[src/design/peq_ram.sv]
// Generic single-port-write, registered-read RAM.
`default_nettype none

module peq_ram #(
  parameter int WIDTH = 8,
  parameter int DEPTH = 16
) (
  input  wire logic                     clk,
  input  wire logic                     we,
  input  wire logic [$clog2(DEPTH)-1:0] waddr,
  input  wire logic [WIDTH-1:0]         wdata,
  input  wire logic                     re,
  input  wire logic [$clog2(DEPTH)-1:0] raddr,
  output logic      [WIDTH-1:0]         rdata
);

  logic [WIDTH-1:0] mem [DEPTH];

  always_ff @(posedge clk) begin
    if (we) begin
      mem[waddr] <= wdata;
    end
    if (re) begin
      rdata <= mem[raddr];
    end
  end

endmodule

`default_nettype wire

[config.mk]
export PLATFORM = sky130hd
export DESIGN_NAME = peq_ram
export DESIGN_NICKNAME = d
export VERILOG_FILES = /design/src/design/peq_ram.sv
export SDC_FILE = /design/constraint.sdc
export NUM_CORES = 1
export LEC_CHECK = 0
export BUFFER_PORTS_ARGS = -buffer_cell sky130_fd_sc_hd__buf_2
export CAP_MARGIN = 30
export CELL_PAD_IN_SITES_DETAIL_PLACEMENT = 0
export CELL_PAD_IN_SITES_GLOBAL_PLACEMENT = 1
export CORE_ASPECT_RATIO = 1.75
export CORE_MARGIN = 8
export CORE_UTILIZATION = 29
export DETAILED_ROUTE_END_ITERATION = 10
export GPL_TIMING_DRIVEN = 0
export PLACE_DENSITY = 0.54
export REMOVE_ABC_BUFFERS = 1
export SLEW_MARGIN = 15
export SYNTH_ARGS = -nofsm -noshare
export SYNTH_HDL_FRONTEND = slang
export SYNTH_SLANG_ARGS = --single-unit
[constraint.sdc]
create_clock -name clk -period 1.8 [get_ports clk]
set_input_delay 0.18 -clock clk [delete_from_list [all_inputs] [get_ports clk]]
set_output_delay 0.18 -clock clk [all_outputs]
set_load 0.01 [all_outputs]
; Word-level counts from Yosys, hierarchy flattened
; Memories as Yosys holds them, arrays and structs flattened. A register that Yosys moved wholly into a read port is not among the register bits.
; Index checks and enable logic that the tools add are counted.
[totals]
register_bits = 0
mem_bits_rw = 128
inputBits = 19
elab_cells = 3
n_memories = 1
[memory_table]
columns = memory, depth, word_bits, rd, rd_clocked_by_memory_dff, wr, line
row1 = mem, 16, 8, 1, 1, 1, 17  ; logic [WIDTH-1:0] mem [DEPTH];
[op_classes]
mux = 2
[ops]
columns = operator, n
row1 = 1-bit 2-to-1 mux, 2

; Longest topological paths before layout
; Gate-level depths: netlist of run 1.
[depth]
ltp_word = 2
depth_mapped = 5
depth_no_buf = 3

; Worst setup path after synthesis of run 1
; OpenSTA, ideal clock, no wires.
[synth_path]
kind = input-to-reg
startpoint = input waddr[2]
endpoint = memory mem[0][0] (enable)
arrival_ps = 1290
t_required_ps = 1417
setup_slack_ps = 127
stages = 2
path_buffers = 0
path_cell_list = or3b_2 -> nor3_1
[synth_rtl]
columns = item, line
row1 = start: declaration, 10  ; input wire logic [$clog2(DEPTH)-1:0] waddr,
row2 = end: declaration, 17
; Straight into the memory's write port.

==> flow_summary.json, run 1 <==
{
  "ys.flop_type": "edfxtp_1",
  "cts_root_buffer": "clkbuf_16",
  "stdcell_area_mm2": 0.00627,
  "grt_use_total_pct": 10.1,
  "worstSetupStartpointType": "primary input",
  "first_global_vias": 2601,
  "synth_area_leaders": "edfxtp_1, mux4_2, mux4_1",
  "fin_crit_sh_pct": 90.5,
  "ir_worst_vdd_mv": 0.447,
  "reg2reg_from": "mem[1][1]",
  "post-cts-setup-buffers": 0,
  "worstMarginPinSlew_ns": 0.942,
  "cap_viol_max_count": 0,
  "synth_top_area_cell": "edfxtp_1",
  "final_nets": 294,
  "crit_type": "primary input to flip-flop",
  "period_needed_ns": 1.63,
  "vias": 2390,
  "vias_per_cell": 4.58,
  "synth.most_common_cell": "edfxtp_1",
  "nFillCells": 1698,
  "p_per_area_mw_per_mm2": 1170,
  "regArea_mm2": 0.00408,
  "clkSinkCount": 136,
  "antenna_found_initial": 0,
  "status": "completed",
  "required_ns": 1.96,
  "initial_core_util_pct": 29.2,
  "cp.buffers_inverters": 2,
  "path_cells": "buf_2, buf_12, mux4_1, a22oi_1, nand2_1",
  "slew_headroom_pct": 37.0,
  "syn_inst": 229,
  "yosys_warnings": 0,
  "dpl.hpwl_um": 7190,
  "finalClockSkew_ns": 0.00448,
  "use_met1_pct": 10.7,
  "cts_resized": 0,
  "rsz0062_at_grt": "no",
  "finalWeightedCongestion": 0.663,
  "drcViolationCount": 0,
  "layout-drive-gt1-share_pct": 31.3,
  "num_rows": 65,
  "endpoint_kind": "flip-flop",
  "place_area_mm2": 0.00565,
  "grt_overflow": 0,
  "io_buffers": 26,
  "multiInputGateArea_mm2": 0.00108,
  "clk_latency_ns": 0.42,
  "total_power_w": 0.00735,
  "async_flop_share_pct": 0,
  "die_h_um": 194,
  "synth_edf_count": 136,
  "clock_path_buffers": 2,
  "drt_wl_total_um": 11000,
  "pin_count": 27,
  "crit_slowest_cell": "mux4_1",
  "synth_cell_types": 18,
  "p_leak_nw": 2.06,
  "hp-class": "primary input to flip-flop",
  "startpoint": "raddr[0]",
  "ys_seq_area_share_pct": 78.1,
  "grt_pass1_wl_um": 16700,
  "hold_path_startpoint": "re",
  "postCtsHoldBufs": 0,
  "slew_violations": 0,
  "fp.dieW_um": 117,
  "arrival_ns": 1.79,
  "area_delta_synth_final_pct": 19.9,
  "path_clk_slew_ns": 0.06,
  "htreeDepth": 4,
  "cts_inserted_buffers": 17,
  "synth_commonest_cells": "edfxtp_1, mux4_2, a22oi_1, mux4_1, nor2_1",
  "grt_max_degree": 33,
  "antenna_cells": 0,
  "cp_top_family": "multiplexers",
  "drt-initial-drc-count": 138,
  "fmax_mhz": 614,
  "critPathMaxFanout": 22,
  "syn_area_per_cell_um2": 22.8,
  "ant_nets": 0,
  "drtPass1Iterations": 4,
  "grtUsageMet3_pct": 2.59,
  "wl_per_cell_um": 21.0,
  "synth.top_cell.area_share_pct": 78.1,
  "dieArea_mm2": 0.0227,
  "finalSetupViolations": 0,
  "final-hold-violation-count": 0,
  "cpPeakStageDelay_ns": 0.62,
  "ys_ff_latch": 136,
  "core_mm2": 0.0179,
  "grt_use_met2_pct": 17.7,
  "cts_tree": "yes",
  "netlist_area_mm2": 0.00523,
  "grt_busiest_layer": "met2"
}
where the power goes:
part	leakage, nW	switching [W]	internal, W
clock	0.279	0.00128	0.00216
sequential	1.24	0.0000144	0.00357
combinational	0.542	0.000198	0.000132
total	2.06	0.00149	0.00586
registers in the layout (all words and copies together), names as in the netlist:
| name | flops |
|---|---|
| mem | 128 |
| rdata | 8 |
cell families (layout without fill, tap and decap cells):
family | Yosys count | in the layout | share of synthesized area (%)
flip-flops | 136 | 136 | 78.1
AO/OA/AOI/OAI | 16 | 16 | 2.30
multiplexers | 32 | 32 | 14.8
AND/OR/NAND/NOR | 35 | 35 | 3.14
buffers and inverters | 10 | 69 | 1.65
layout make-up:
type	count	area share, %
sequential	136	65.1
tap	234	4.67
clock buffer	18	6.84
timing repair buffer	37	3.65
multi-input combinational	83	17.2
clock inverter	14	2.51
routing by layer:
metal | vias up | wire length, um
met3 | 17 | 362
met5 | - | 0
li1 | 1078 | -
met1 | 1250 | 4310
met4 | 0 | 262
met2 | 45 | 6040
layout by cell type (no fill, tap or decap):
cell,count
a22oi_1,16
and2_1,1
and2b_1,1
buf_12,1
buf_2,26
buf_4,9
buf_6,1
bufinv_16,3
clkbuf_1,1
clkbuf_16,17
clkinv_1,1
clkinv_2,5
clkinv_4,1
clkinvlp_4,4
edfxtp_1,136
mux4_1,14
mux4_2,18
nand2_1,9
nand2b_1,2
nand3_1,1
nand3b_1,2
nor2_1,13
nor2b_1,1
nor3_2,4
or3b_2,1
per-stage QoR:
| step | util [%] | setup slack (ns) | hold WS, ns | cells | TNS (ns) |
|---|---|---|---|---|---|
| floorplan | - | 0.127 | 0.279 | 219 | 0 |
| global placement | 31.1 | -0.654 | 0.519 | 479 | -23.38 |
| detailed placement | 31.6 | -0.295 | 0.525 | 485 | -5.06 |
| CTS | 34.8 | 0.151 | 0.0835 | 517 | 0 |
| global route | 35.0 | 0.0305 | 0.0896 | 522 | 0 |
| finish | 35.0 | 0.170 | 0.0895 | 522 | 0 |
worst reg2reg max path, stage by stage (launching register included):
cell and delay [ns]:
edfxtp_1 0.36, mux4_1 0.54, a22oi_1 0.27, nand2_1 0.13
path summary, 6_finish.rpt:
kind | end | cells past startpoint | slack, ns
max | rdata[3] | 5 | 0.17
max reg2reg | rdata[1] | 3 | 0.24
min reg2reg | rdata[2] | 3 | 0.76
min | rdata[5] | 1 | 0.09
(Power assumes the default switching activity.)
==> run 2: changes to the inputs <==
Settings changed: CORE_MARGIN 8 to 1.5.
==> flow_summary.json, run 2 (synthesis results as in run 1) <==
{
  "vias": 2345,
  "final_cell_mix": "edfxtp_1, buf_2, mux4_2, clkbuf_16, a22oi_1",
  "drtPass1Iterations": 4,
  "antenna_cells": 0,
  "fp.dieW_um": 104,
  "hp-class": "primary input to flip-flop",
  "num_rows": 64,
  "drt_wl_total_um": 10700,
  "wl_per_cell_um": 20.8,
  "arrival_ns": 1.75,
  "finalClockSkew_ns": 0.00671,
  "grtUsageMet3_pct": 2.53,
  "clkSinkCount": 136,
  "fmax_mhz": 627,
  "die_h_um": 181,
  "grt_max_degree": 33,
  "cts_resized": 0,
  "layout-drive-gt1-share_pct": 30.2,
  "cts_root_buffer": "clkbuf_16",
  "final_nets": 291,
  "pin_count": 27,
  "clock_path_buffers": 2,
  "crit_type": "primary input to flip-flop",
  "finalSetupViolations": 0,
  "slew_violations": 0,
  "htreeDepth": 4,
  "post-cts-setup-buffers": 0,
  "core_mm2": 0.0175,
  "top_regs": "mem: 128 flops, rdata: 8 flops",
  "vias_per_cell": 4.54,
  "grt_use_total_pct": 12.2,
  "largest_reg_flops": 128,
  "drt-initial-drc-count": 113,
  "finalWeightedCongestion": 0.671,
  "worstSetupStartpointType": "primary input",
  "grt_overflow": 0,
  "grt_busiest_layer": "met2",
  "dieArea_mm2": 0.0189,
  "p_per_area_mw_per_mm2": 1170,
  "critPathMaxFanout": 22,
  "slew_headroom_pct": 32.9,
  "final_common_cell": "edfxtp_1",
  "initial_core_util_pct": 29.8,
  "first_global_vias": 2571,
  "period_needed_ns": 1.59,
  "hold_slack_ns": 0.0937,
  "cap_viol_max_count": 0,
  "total_power_w": 0.00732,
  "worstMarginPinSlew_ns": 1.00,
  "required_ns": 1.96,
  "clk_latency_ns": 0.42,
  "grt_use_met2_pct": 22.1,
  "endpoint_kind": "flip-flop",
  "io_buffers": 26,
  "drcViolationCount": 0,
  "area_delta_synth_final_pct": 19.4,
  "rsz0062_at_grt": "no",
  "ir_worst_vdd_mv": 0.469,
  "dpl.hpwl_um": 7040,
  "p_leak_nw": 2.04,
  "cts_tree": "yes",
  "status": "completed",
  "antenna_found_initial": 0,
  "fin_crit_sh_pct": 88.6,
  "ant_nets": 0,
  "final-hold-violation-count": 0,
  "path_clk_slew_ns": 0.06,
  "postCtsHoldBufs": 0,
  "final.setup.tns_ns": 0,
  "grt_pass1_wl_um": 16200,
  "regMostFlops": "mem",
  "nFillCells": 1606,
  "cts_inserted_buffers": 17,
  "use_met1_pct": 13.1
}
run 2: cell count changes in the layout (fill, tap and decap cells not counted):
cell        delta
clkinvlp_4     -1
buf_6          -1
clkinv_1       +1
clkinv_4       +1
buf_4          -2
clkinv_2       -1
run 2: path summary, 6_finish.rpt:
| check | startpoint | to | slack (ns) | cells past startpoint |
|---|---|---|---|---|
| max | raddr[0] | rdata[3] | 0.21 | 5 |
| max reg2reg | mem[1][1] | rdata[1] | 0.28 | 3 |
| min | re | rdata[1] | 0.09 | 1 |
| min reg2reg | mem[13][2] | rdata[2] | 0.76 | 3 |
run 2: layout make-up:
| type | count | area, um2 | area share (%) |
|---|---|---|---|
| flip-flops and latches | 136 | 4080 | 65.5 |
| repair buffers | 34 | 203 | 3.25 |
| multi-input cells | 83 | 1080 | 17.3 |
| clock inverters | 14 | 158 | 2.53 |
| well taps | 231 | 289 | 4.63 |
| clock buffers | 18 | 429 | 6.88 |
run 2: critical path, stage by stage:
cell and delay, ns:
buf_2 0.34, buf_12 0.26, mux4_1 0.62, a22oi_1 0.21, nand2_1 0.11
run 2: routing by layer:
| metal | vias up | part of all wire [%] |
|---|---|---|
| li1 | 1073 | - |
| met3 | 15 | 3.0 |
| met2 | 58 | 55 |
| met1 | 1199 | 39 |
| met5 | - | 0 |
| met4 | 0 | 2.5 |
run 2: power by group:
group          total (W)  switching, W  internal, W
Sequential       0.00358     0.0000141      0.00357
Combinational   0.000327      0.000196     0.000131
Clock            0.00341       0.00125      0.00216
Total            0.00732       0.00146      0.00586
run 2: through the flow:
step	std cells	util [%]	area (um2)	worst slack, ns
floorplan	219	-	5140	0.127
global placement	476	31.7	5560	-0.647
detailed placement	482	32.1	5640	-0.303
CTS	514	35.5	6220	0.145
global route	516	35.6	6240	0.0678
finish	516	35.6	6240	0.206
